[config.mk]
export PLATFORM = sky130hd
export DESIGN_NAME = line_pixel_write_generator_unit
export DESIGN_NICKNAME = d
export VERILOG_FILES = /design/src/rtl/lpwg_pkg.sv /design/src/rtl/lpwg_cfg.sv /design/src/rtl/lpwg_fifo.sv /design/src/rtl/lpwg_front.sv /design/src/rtl/lpwg_back.sv /design/src/rtl/line_pixel_write_generator_unit.sv
export SDC_FILE = /design/constraint.sdc
export NUM_CORES = 2
export LEC_CHECK = 0
export BUFFER_PORTS_ARGS = -buffer_cell sky130_fd_sc_hd__buf_2
export CAP_MARGIN = 20
export CORE_MARGIN = 2
export CORE_UTILIZATION = 39
export CTS_CLUSTER_SIZE = 20
export DETAILED_ROUTE_END_ITERATION = 12
export PLACE_DENSITY = 0.52
export SYNTH_ARGS = -nofsm -noshare
export SYNTH_HDL_FRONTEND = slang
export SYNTH_HIERARCHICAL = 1
export SYNTH_SLANG_ARGS = --single-unit
[constraint.sdc]
create_clock -name clk -period 17.7 [get_ports clk]
set_clock_uncertainty 0.15 [all_clocks]
set_input_delay 2.655 -clock clk [delete_from_list [all_inputs] [get_ports clk]]
set_output_delay 2.655 -clock clk [all_outputs]
set_load 0.02 [all_outputs]
[src/rtl/lpwg_pkg.sv]
// Shared types and constants for the line pixel write generator.
`timescale 1ns / 1ps
`default_nettype none

package lpwg_pkg;

  localparam int COORD_BITS_DEF = 12;
  localparam int ADDR_BITS_DEF  = 32;

  localparam int COLOR_W   = 32;
  localparam int BASE_W    = 32;
  localparam int PITCH_W   = 16;
  localparam int BPP_W     = 3;
  localparam int CFG_IDX_W = 4;
  localparam int CFG_DATA_W = 32;

  localparam int CMD_DEPTH = 2;
  localparam int OUT_DEPTH = 2;

  localparam logic OPC_START = 1'b0;
  localparam logic OPC_STEP  = 1'b1;

  localparam logic [CFG_IDX_W-1:0] REG_FRAME_BASE = 4'd0;
  localparam logic [CFG_IDX_W-1:0] REG_ROW_PITCH  = 4'd1;
  localparam logic [CFG_IDX_W-1:0] REG_BPP        = 4'd2;
  localparam logic [CFG_IDX_W-1:0] REG_BIG_ENDIAN = 4'd3;

  localparam logic [BASE_W-1:0]  FRAME_BASE_RST = 32'd0;
  localparam logic [PITCH_W-1:0] ROW_PITCH_RST  = 16'd2560;
  localparam logic [BPP_W-1:0]   BPP_RST        = 3'd4;

  // Live configuration; bpp is already folded into 1..4.
  typedef struct packed {
    logic [BASE_W-1:0]  frame_base;
    logic [PITCH_W-1:0] row_pitch;
    logic [BPP_W-1:0]   bpp;
    logic               big_endian;
  } cfg_t;

endpackage

`default_nettype wire

[src/rtl/lpwg_cfg.sv]
// Configuration register bank with pixel size folding.
`timescale 1ns / 1ps
`default_nettype none

module lpwg_cfg (
  input  wire logic                           clk,
  input  wire logic                           rst_n,
  input  wire logic                           cfg_valid,
  output logic                                cfg_ready,
  input  wire logic [lpwg_pkg::CFG_IDX_W-1:0] cfg_index,
  input  wire logic [lpwg_pkg::CFG_DATA_W-1:0] cfg_data,
  output lpwg_pkg::cfg_t                      cfg
);
  import lpwg_pkg::*;

  logic [BASE_W-1:0]  frame_base_r;
  logic [PITCH_W-1:0] row_pitch_r;
  logic [BPP_W-1:0]   bpp_r;
  logic               big_endian_r;
  logic [BPP_W-1:0]   bpp_eff;

  assign cfg_ready = 1'b1;

  always_ff @(posedge clk) begin
    if (!rst_n) begin
      frame_base_r <= FRAME_BASE_RST;
      row_pitch_r  <= ROW_PITCH_RST;
      bpp_r        <= BPP_RST;
      big_endian_r <= 1'b0;
    end else if (cfg_valid) begin
      case (cfg_index)
        REG_FRAME_BASE: frame_base_r <= cfg_data[BASE_W-1:0];
        REG_ROW_PITCH:  row_pitch_r  <= cfg_data[PITCH_W-1:0];
        REG_BPP:        bpp_r        <= cfg_data[BPP_W-1:0];
        REG_BIG_ENDIAN: big_endian_r <= cfg_data[0];
        default: ;
      endcase
    end
  end

  // Treat zero as one byte and anything above four as four.
  always_comb begin
    case (bpp_r) inside
      3'd0:          bpp_eff = 3'd1;
      [3'd5:3'd7]:   bpp_eff = 3'd4;
      default:       bpp_eff = bpp_r;
    endcase
  end

  assign cfg.frame_base = frame_base_r;
  assign cfg.row_pitch  = row_pitch_r;
  assign cfg.bpp        = bpp_eff;
  assign cfg.big_endian = big_endian_r;

endmodule

`default_nettype wire

[src/rtl/lpwg_fifo.sv]
// Small register queue used between front, back and result port.
`timescale 1ns / 1ps
`default_nettype none

module lpwg_fifo #(
  parameter int WIDTH = 8,
  parameter int DEPTH = 2
) (
  input  wire logic             clk,
  input  wire logic             rst_n,
  input  wire logic             push,
  input  wire logic [WIDTH-1:0] wr_data,
  output logic                  full,
  input  wire logic             pop,
  output logic [WIDTH-1:0]      rd_data,
  output logic                  empty
);

  localparam int PTR_W = (DEPTH > 1) ? $clog2(DEPTH) : 1;
  localparam int CNT_W = $clog2(DEPTH + 1);

  logic [WIDTH-1:0] mem_r [DEPTH];
  logic [PTR_W-1:0] wr_ptr_r, wr_ptr_nxt;
  logic [PTR_W-1:0] rd_ptr_r, rd_ptr_nxt;
  logic [CNT_W-1:0] count_r, count_nxt;
  logic             do_push, do_pop;

  assign full    = (count_r == CNT_W'(DEPTH));
  assign empty   = (count_r == '0);
  assign do_push = push && !full;
  assign do_pop  = pop && !empty;
  assign rd_data = mem_r[rd_ptr_r];

  assign wr_ptr_nxt = (wr_ptr_r == PTR_W'(DEPTH - 1)) ? '0 : wr_ptr_r + 1'b1;
  assign rd_ptr_nxt = (rd_ptr_r == PTR_W'(DEPTH - 1)) ? '0 : rd_ptr_r + 1'b1;

  always_comb begin
    case ({do_push, do_pop})
      2'b10:   count_nxt = count_r + 1'b1;
      2'b01:   count_nxt = count_r - 1'b1;
      default: count_nxt = count_r;
    endcase
  end

  always_ff @(posedge clk) begin
    if (!rst_n) begin
      wr_ptr_r <= '0;
      rd_ptr_r <= '0;
      count_r  <= '0;
    end else begin
      if (do_push) wr_ptr_r <= wr_ptr_nxt;
      if (do_pop)  rd_ptr_r <= rd_ptr_nxt;
      count_r <= count_nxt;
    end
  end

  always_ff @(posedge clk) begin
    if (do_push) mem_r[wr_ptr_r] <= wr_data;
  end

endmodule

`default_nettype wire

[src/rtl/lpwg_front.sv]
// Front end: classify input words and work out line setup for starts.
`timescale 1ns / 1ps
`default_nettype none

module lpwg_front #(
  parameter int COORD_BITS = lpwg_pkg::COORD_BITS_DEF,
  parameter int ADDR_BITS  = lpwg_pkg::ADDR_BITS_DEF,
  parameter int CMD_W      = 1 + 3 * ADDR_BITS + 2 * (COORD_BITS + 1) + lpwg_pkg::COLOR_W
) (
  input  wire logic                          in_opcode,
  input  wire logic [COORD_BITS-1:0]         in_start_x,
  input  wire logic [COORD_BITS-1:0]         in_start_y,
  input  wire logic [COORD_BITS-1:0]         in_end_x,
  input  wire logic [COORD_BITS-1:0]         in_end_y,
  input  wire logic [lpwg_pkg::COLOR_W-1:0]  in_line_color,
  input  wire lpwg_pkg::cfg_t                cfg,
  output logic [CMD_W-1:0]                   cmd_word
);
  import lpwg_pkg::*;

  localparam int SPAN_W = COORD_BITS + 1;
  localparam int PROD_W = COORD_BITS + PITCH_W;
  localparam int XOFF_W = COORD_BITS + BPP_W;

  logic                  neg_x, neg_y;
  logic [COORD_BITS-1:0] mag_x, mag_y;
  logic [SPAN_W-1:0]     span_x, span_y;
  logic [ADDR_BITS-1:0]  bpp_a, pitch_a, step_x, step_y;
  logic                  swap;
  logic [SPAN_W-1:0]     major_span, minor_span;
  logic [ADDR_BITS-1:0]  major_step, minor_step, diag_step;
  logic [PROD_W-1:0]     row_off;
  logic [XOFF_W-1:0]     col_off;
  logic [ADDR_BITS-1:0]  start_addr;

  assign neg_x = in_end_x < in_start_x;
  assign neg_y = in_end_y < in_start_y;
  assign mag_x = neg_x ? in_start_x - in_end_x : in_end_x - in_start_x;
  assign mag_y = neg_y ? in_start_y - in_end_y : in_end_y - in_start_y;
  assign span_x = {1'b0, mag_x} + 1'b1;
  assign span_y = {1'b0, mag_y} + 1'b1;

  assign bpp_a   = ADDR_BITS'(cfg.bpp);
  assign pitch_a = ADDR_BITS'(cfg.row_pitch);
  assign step_x  = neg_x ? '0 - bpp_a : bpp_a;
  assign step_y  = neg_y ? '0 - pitch_a : pitch_a;

  // Y leads only when its span is strictly larger.
  assign swap       = span_x < span_y;
  assign major_span = swap ? span_y : span_x;
  assign minor_span = swap ? span_x : span_y;
  assign major_step = swap ? step_y : step_x;
  assign minor_step = swap ? step_x : step_y;
  assign diag_step  = major_step + minor_step;

  assign row_off    = PROD_W'(in_start_y) * PROD_W'(cfg.row_pitch);
  assign col_off    = XOFF_W'(in_start_x) * XOFF_W'(cfg.bpp);
  assign start_addr = ADDR_BITS'(cfg.frame_base) + ADDR_BITS'(row_off)
                    + ADDR_BITS'(col_off);

  assign cmd_word = {in_opcode, start_addr, major_step, diag_step,
                     major_span, minor_span, in_line_color};

endmodule

`default_nettype wire

[src/rtl/lpwg_back.sv]
// Back end: hold the line state and emit one pixel write per step word while a line is active.
`timescale 1ns / 1ps
`default_nettype none

module lpwg_back #(
  parameter int COORD_BITS = lpwg_pkg::COORD_BITS_DEF,
  parameter int ADDR_BITS  = lpwg_pkg::ADDR_BITS_DEF,
  parameter int CMD_W      = 1 + 3 * ADDR_BITS + 2 * (COORD_BITS + 1) + lpwg_pkg::COLOR_W,
  parameter int OUT_W      = ADDR_BITS + lpwg_pkg::COLOR_W + lpwg_pkg::BPP_W + 1
) (
  input  wire logic             clk,
  input  wire logic             rst_n,
  input  wire lpwg_pkg::cfg_t   cfg,
  input  wire logic             cmd_empty,
  input  wire logic [CMD_W-1:0] cmd_word,
  output logic                  cmd_pop,
  input  wire logic             out_full,
  output logic                  out_push,
  output logic [OUT_W-1:0]      out_word
);
  import lpwg_pkg::*;

  localparam int SPAN_W = COORD_BITS + 1;
  localparam int SUM_W  = COORD_BITS + 2;

  logic                 c_opcode;
  logic [ADDR_BITS-1:0] c_addr, c_major_step, c_diag_step;
  logic [SPAN_W-1:0]    c_major_span, c_minor_span;
  logic [COLOR_W-1:0]   c_color;

  logic [ADDR_BITS-1:0] addr_r, addr_nxt;
  logic [ADDR_BITS-1:0] major_step_r, diag_step_r;
  logic [SPAN_W-1:0]    major_span_r, minor_span_r;
  logic [SPAN_W-1:0]    err_r, err_nxt;
  logic [SPAN_W-1:0]    done_r;
  logic [COLOR_W-1:0]   color_r;
  logic                 active_r;

  logic [SUM_W-1:0]     err_sum, done_inc;
  logic                 take_diag, is_last, is_step, do_start, do_emit;
  logic [COLOR_W-1:0]   bytes;

  assign {c_opcode, c_addr, c_major_step, c_diag_step,
          c_major_span, c_minor_span, c_color} = cmd_word;

  assign is_step  = (c_opcode == OPC_STEP);
  // A step with no line drains straight away; emitting needs result room.
  assign cmd_pop  = !cmd_empty && (!is_step || !active_r || !out_full);
  assign do_start = cmd_pop && !is_step;
  assign do_emit  = cmd_pop && is_step && active_r;

  assign err_sum   = {1'b0, err_r} + {1'b0, minor_span_r};
  assign take_diag = err_sum >= {1'b0, major_span_r};
  assign err_nxt   = take_diag ? SPAN_W'(err_sum - {1'b0, major_span_r})
                               : SPAN_W'(err_sum);
  assign addr_nxt  = addr_r + (take_diag ? diag_step_r : major_step_r);
  assign done_inc  = {1'b0, done_r} + 1'b1;
  assign is_last   = done_inc >= {1'b0, major_span_r};

  // Place colour bytes in memory order; unused high bytes stay zero.
  always_comb begin
    logic [1:0] src;
    bytes = '0;
    src   = '0;
    for (int i = 0; i < 4; i++) begin
      if (BPP_W'(i) < cfg.bpp) begin
        src = cfg.big_endian ? 2'(cfg.bpp - BPP_W'(1) - BPP_W'(i)) : 2'(i);
        bytes[8*i +: 8] = color_r[{src, 3'b000} +: 8];
      end
    end
  end

  assign out_push = do_emit;
  assign out_word = {addr_r, bytes, cfg.bpp, is_last};

  always_ff @(posedge clk) begin
    if (!rst_n) begin
      active_r <= 1'b0;
    end else if (do_start) begin
      active_r <= 1'b1;
    end else if (do_emit && is_last) begin
      active_r <= 1'b0;
    end
  end

  always_ff @(posedge clk) begin
    if (do_start) begin
      addr_r       <= c_addr;
      major_step_r <= c_major_step;
      diag_step_r  <= c_diag_step;
      major_span_r <= c_major_span;
      minor_span_r <= c_minor_span;
      color_r      <= c_color;
      err_r        <= '0;
      done_r       <= '0;
    end else if (do_emit) begin
      addr_r <= addr_nxt;
      err_r  <= err_nxt;
      done_r <= SPAN_W'(done_inc);
    end
  end

endmodule

`default_nettype wire

[src/rtl/line_pixel_write_generator_unit.sv]
// Top level: line rasteriser producing one framebuffer pixel write per step word of an active line.
// A step word passes through the command queue, the back end and the result queue before it can be popped.
// Throughput: one input word per cycle while in_full is low; one pixel write per cycle while pop stays high.
// Start words produce no result; setup math is done on entry, so they are popped without waiting for result room.
// Reset (rst_n low, synchronous): configuration registers to their defaults, both queues empty, no line.
`timescale 1ns / 1ps
`default_nettype none

module line_pixel_write_generator_unit #(
  parameter int COORD_BITS = lpwg_pkg::COORD_BITS_DEF,
  parameter int ADDR_BITS  = lpwg_pkg::ADDR_BITS_DEF
) (
  input  wire logic                            clk,
  input  wire logic                            rst_n,
  input  wire logic                            in_push,
  output logic                                 in_full,
  input  wire logic                            in_opcode,
  input  wire logic [COORD_BITS-1:0]           in_start_x,
  input  wire logic [COORD_BITS-1:0]           in_start_y,
  input  wire logic [COORD_BITS-1:0]           in_end_x,
  input  wire logic [COORD_BITS-1:0]           in_end_y,
  input  wire logic [lpwg_pkg::COLOR_W-1:0]    in_line_color,
  output logic                                 out_empty,
  input  wire logic                            out_pop,
  output logic [ADDR_BITS-1:0]                 out_write_address,
  output logic [lpwg_pkg::COLOR_W-1:0]         out_write_bytes,
  output logic [lpwg_pkg::BPP_W-1:0]           out_byte_count,
  output logic                                 out_last,
  input  wire logic                            cfg_valid,
  output logic                                 cfg_ready,
  input  wire logic [lpwg_pkg::CFG_IDX_W-1:0]  cfg_index,
  input  wire logic [lpwg_pkg::CFG_DATA_W-1:0] cfg_data
);
  import lpwg_pkg::*;

  localparam int CMD_W = 1 + 3 * ADDR_BITS + 2 * (COORD_BITS + 1) + COLOR_W;
  localparam int OUT_W = ADDR_BITS + COLOR_W + BPP_W + 1;

  cfg_t             cfg;
  logic [CMD_W-1:0] cmd_wr_word, cmd_rd_word;
  logic             cmd_empty, cmd_pop;
  logic [OUT_W-1:0] out_wr_word, out_rd_word;
  logic             out_full, out_push;

  lpwg_cfg u_cfg (
    .clk       (clk),
    .rst_n     (rst_n),
    .cfg_valid (cfg_valid),
    .cfg_ready (cfg_ready),
    .cfg_index (cfg_index),
    .cfg_data  (cfg_data),
    .cfg       (cfg)
  );

  lpwg_front #(
    .COORD_BITS (COORD_BITS),
    .ADDR_BITS  (ADDR_BITS),
    .CMD_W      (CMD_W)
  ) u_front (
    .in_opcode     (in_opcode),
    .in_start_x    (in_start_x),
    .in_start_y    (in_start_y),
    .in_end_x      (in_end_x),
    .in_end_y      (in_end_y),
    .in_line_color (in_line_color),
    .cfg           (cfg),
    .cmd_word      (cmd_wr_word)
  );

  lpwg_fifo #(
    .WIDTH (CMD_W),
    .DEPTH (CMD_DEPTH)
  ) u_cmd_q (
    .clk     (clk),
    .rst_n   (rst_n),
    .push    (in_push),
    .wr_data (cmd_wr_word),
    .full    (in_full),
    .pop     (cmd_pop),
    .rd_data (cmd_rd_word),
    .empty   (cmd_empty)
  );

  lpwg_back #(
    .COORD_BITS (COORD_BITS),
    .ADDR_BITS  (ADDR_BITS),
    .CMD_W      (CMD_W),
    .OUT_W      (OUT_W)
  ) u_back (
    .clk       (clk),
    .rst_n     (rst_n),
    .cfg       (cfg),
    .cmd_empty (cmd_empty),
    .cmd_word  (cmd_rd_word),
    .cmd_pop   (cmd_pop),
    .out_full  (out_full),
    .out_push  (out_push),
    .out_word  (out_wr_word)
  );

  lpwg_fifo #(
    .WIDTH (OUT_W),
    .DEPTH (OUT_DEPTH)
  ) u_out_q (
    .clk     (clk),
    .rst_n   (rst_n),
    .push    (out_push),
    .wr_data (out_wr_word),
    .full    (out_full),
    .pop     (out_pop),
    .rd_data (out_rd_word),
    .empty   (out_empty)
  );

  assign {out_write_address, out_write_bytes, out_byte_count, out_last} = out_rd_word;

endmodule

`default_nettype wire
==> reports/results.txt <==
Post-synth ARST share - 0%
Power Density - 169 nW/um^2
Hold WC Path Type - flip-flop to flip-flop
Met1 usage - 26.8%
Worst-Margin Slew - 1060 ps
Share of the synthesized area in the top cell type - 42.3%
CP required - 18,040 ps
Worst setup SP type - input pin
Post-Synth XOR/XNOR Area - 2.82%
Grt peak-use layer - met2
Psw - 2990 uW
Hpwl dp - 75.0 mm
Sw frac - 37.6%
Drt via density - 5.07
Sequential share of the synthesized area - 46.5%
Drt pass-1 iters - 5
Avg WL per Cell - 19.6 microns
Number of enable flip-flop cells after synthesis - 600
Die ar. - 112,000 sq um
Root Driver - clkbuf_16
Multiplexer share of the synthesized area - 10.1%
Num Clock Sinks - 689
Logic pwr share - 46.3%
Met2 usage - 28.8%
Post-Place Setup Slack - 6190 ps
Area leader, netlist - edfxtp_1
Vias in the first global route - 26,598
Final hold viol count - 0
Max Clk Rate - 93.4 MHz
Largest net degree at the start of global routing - 96
Reg power frac - 33.5%
Max rail drop VDD - 0.122 mV
Setup bufs post-CTS - 0
RSZ-0062 raised after global routing - no
Total GRT Usage - 18.3%
Final WL - 102 mm
P_int - 4960 uW
Main combinational cell family by area after synthesis - adder cells
Clk pwr share - 20.2%
Status - finished, final reports clean
Mapped cell area - 42,600 sq um
Clk_lat worst skew - 650 ps
Cell with the most instances after synthesis - edfxtp_1
Setup ws final - 7000 ps
Min cycle time layout - 10,700 ps
GR met3 Demand/Resource - 2.47%
CTS tree - done
Endpoint class of the critical path - flip-flop
Die span in x - 334 microns
Slowest CP cell - or4_1
Crit-path most repeated cell - nand2_1
Post-CTS sizing - 0
Crit-path leading delay family - simple AND/OR/NAND/NOR gates
Core Util, Final - 43.4%
Area growth syn-to-layout - 10.6%
Max-cap viol count - 0
Yosys cell types - 101
Pleak - 0.0186 uW
Iteration-0 DRC Markers - 1,658
Ys flop type - edfxtp_1
Avg Cell Area, Syn - 11.8 sq um
Fill cell count - 10,175
Final Max Tran Viols - 0
Fin Setup TNS - 0 ps
Chip Height - 334 microns
RePlAce Congestion - 0.856
Number of top-level pins - 193
CTS max path bufs - 3
Initial antenna violation count - 5
Final setup viols - 0
# port buffers - 191
WS Path Type - input pin to flip-flop
CTS Buf Count - 77
H-tree depth - 3
Row count - 121
CP max FO - 20
Most frequent cells after synthesis - edfxtp_1 (600), nand2_1 (368), inv_1 (367)
Clock transition at path regs - 60 ps
Largest stage delay on the critical path - 660 ps
Hold Buf Count CTS - 0
Synth Area in Compound Gates - 8.21%
Adder-cell share of the synthesized area - 17.2%
Period utilization - 60.5%
Share of layout cells above drive strength 1 - 16.1%
Mapped Nets - 4,198
Core Region - 109,000 sq um
Simple-Gate Fraction of Synth Area - 9.40%
Critical Path AT - 11,040 ps
Synth area leaders - edfxtp_1 (42%), fa_1 (9.8%), ha_1 (7.4%)
Nets - 4,304
Remaining DRCs - 0
Initial Util - 39.2%
Max-slew headroom - 29.5%
GRT overflow - 0
First-pass GRT wire length - 158 mm
ANT nets after route - 0
Synth Instances - 3,615
Routed via count - 26,374
Critical path buffer and inverter count - 4
Yosys warnings - 6
Flops & latches, synth - 689
routing by layer:
| metal | part of all wire (%) | routed length (microns) |
|---|---|---|
| met5 | 0.013 | 13 |
| met4 | 2.1 | 2100 |
| met3 | 4.3 | 4350 |
| met2 | 44 | 45100 |
| met1 | 49 | 50400 |
placed cells by master, fill, tap and decap left out, drive strengths merged, types with 16 or more instances in the layout:
master and n:
a211oi 37, a21o 34, a21oi 168, and2 64
and3 25, buf 220, clkbuf 104, clkinv 27
dfxtp 89, edfxtp 600, fa 209, ha 252
inv 371, mux2 262, mux2i 99, mux4 16
nand2 368, nand2b 23, nand3 47, nand4 16
nor2 147, nor2b 51, nor3 40, o211ai 19
o21a 27, o21ai 131, o21bai 16, o31ai 22
or3 20, xnor2 80, xor2 57
kinds of logic (layout without fill, tap and decap cells):
kind of cell,count (synthesis),in the layout
muxes,377,377
xor gates and xnor gates,137,137
buffers and inverters,563,732
adders and majority gates,461,461
DFF,689,689
other,1,2
AOI/OAI and AO/OA,541,541
and+or+nand+nor,846,846
worst reg2reg max path, delay by kind of cell (launching register included):
kind | cells | cell delay (ps)
compound gates | 6 | 2090
xor+xnor | 1 | 120
fa+ha+maj | 7 | 3150
buf+inv | 7 | 1190
flops | 1 | 330
simple gates | 4 | 520
power by group through the flow:
| stage | registers, uW | logic, uW | clock network [uW] |
|---|---|---|---|
| final | 2660 | 3680 | 1610 |
| after global routing | 2710 | 4120 | 1710 |
| after CTS | 2670 | 3690 | 1660 |
| after detailed placement | 2700 | 3660 | 0 |
| after global placement | 2690 | 3650 | 0 |
| after floorplan | 2630 | 2850 | 0 |
flip-flops by register name, indices dropped and copies added (netlist names), 2 cells and up, named ones only:
| register | flops |
|---|---|
| u_cmd_q/count_r | 2 |
| u_out_q/count_r | 2 |
| u_back/diag_step_r | 32 |
| u_back/major_step_r | 32 |
| u_back/err_r | 13 |
| u_back/done_r | 13 |
| u_cfg/bpp_r | 3 |
| u_back/addr_r | 32 |
| u_back/minor_span_r | 13 |
| u_cfg/frame_base_r | 32 |
| u_cmd_q/mem_r | 310 |
| u_cfg/row_pitch_r | 16 |
| u_back/color_r | 32 |
| u_back/major_span_r | 13 |
| u_out_q/mem_r | 136 |
per-stage QoR:
step | std cells | area, sq um | power (uW) | hold WS, ps
final | 5199 | 47100 | 7950 | 303
after detailed placement | 5055 | 44500 | 6370 | 296
after CTS | 5197 | 47100 | 8020 | 303
after global placement | 5055 | 44500 | 6340 | 289
after global routing | 5199 | 47100 | 8540 | 317
after floorplan | 3615 | 42600 | 5480 | 279
final cells by class:
| class | count | area, sq um | area share, % |
|---|---|---|---|
| tap | 1414 | 1770 | 3.76 |
| clock buffer | 104 | 2110 | 4.49 |
| timing repair buffer | 220 | 1180 | 2.50 |
| clock inverter | 38 | 438 | 0.930 |
| sequential | 689 | 19800 | 42.1 |
| multi-input combinational | 2363 | 20400 | 43.3 |
| antenna | 1 | 2.50 | 0.00532 |
| inverter | 370 | 1400 | 2.97 |
path summary, 6_finish.rpt:
path                                 from                              end  slack (ps)  cells after the start
max reg2reg   u_cfg/bpp_r[2]$_SDFFE_PN1P_  u_cmd_q/mem_r[0][153]$_DFFE_PP_        9870                     25
min reg2reg  u_back/err_r[3]$_SDFFE_PP0P_     u_back/err_r[3]$_SDFFE_PP0P_         300                      2
max                         in_start_y[1]   u_cmd_q/mem_r[1][85]$_DFFE_PP_        7000                     30
min          u_back/err_r[3]$_SDFFE_PP0P_     u_back/err_r[3]$_SDFFE_PP0P_         300                      2
(Power assumes the default switching activity.)
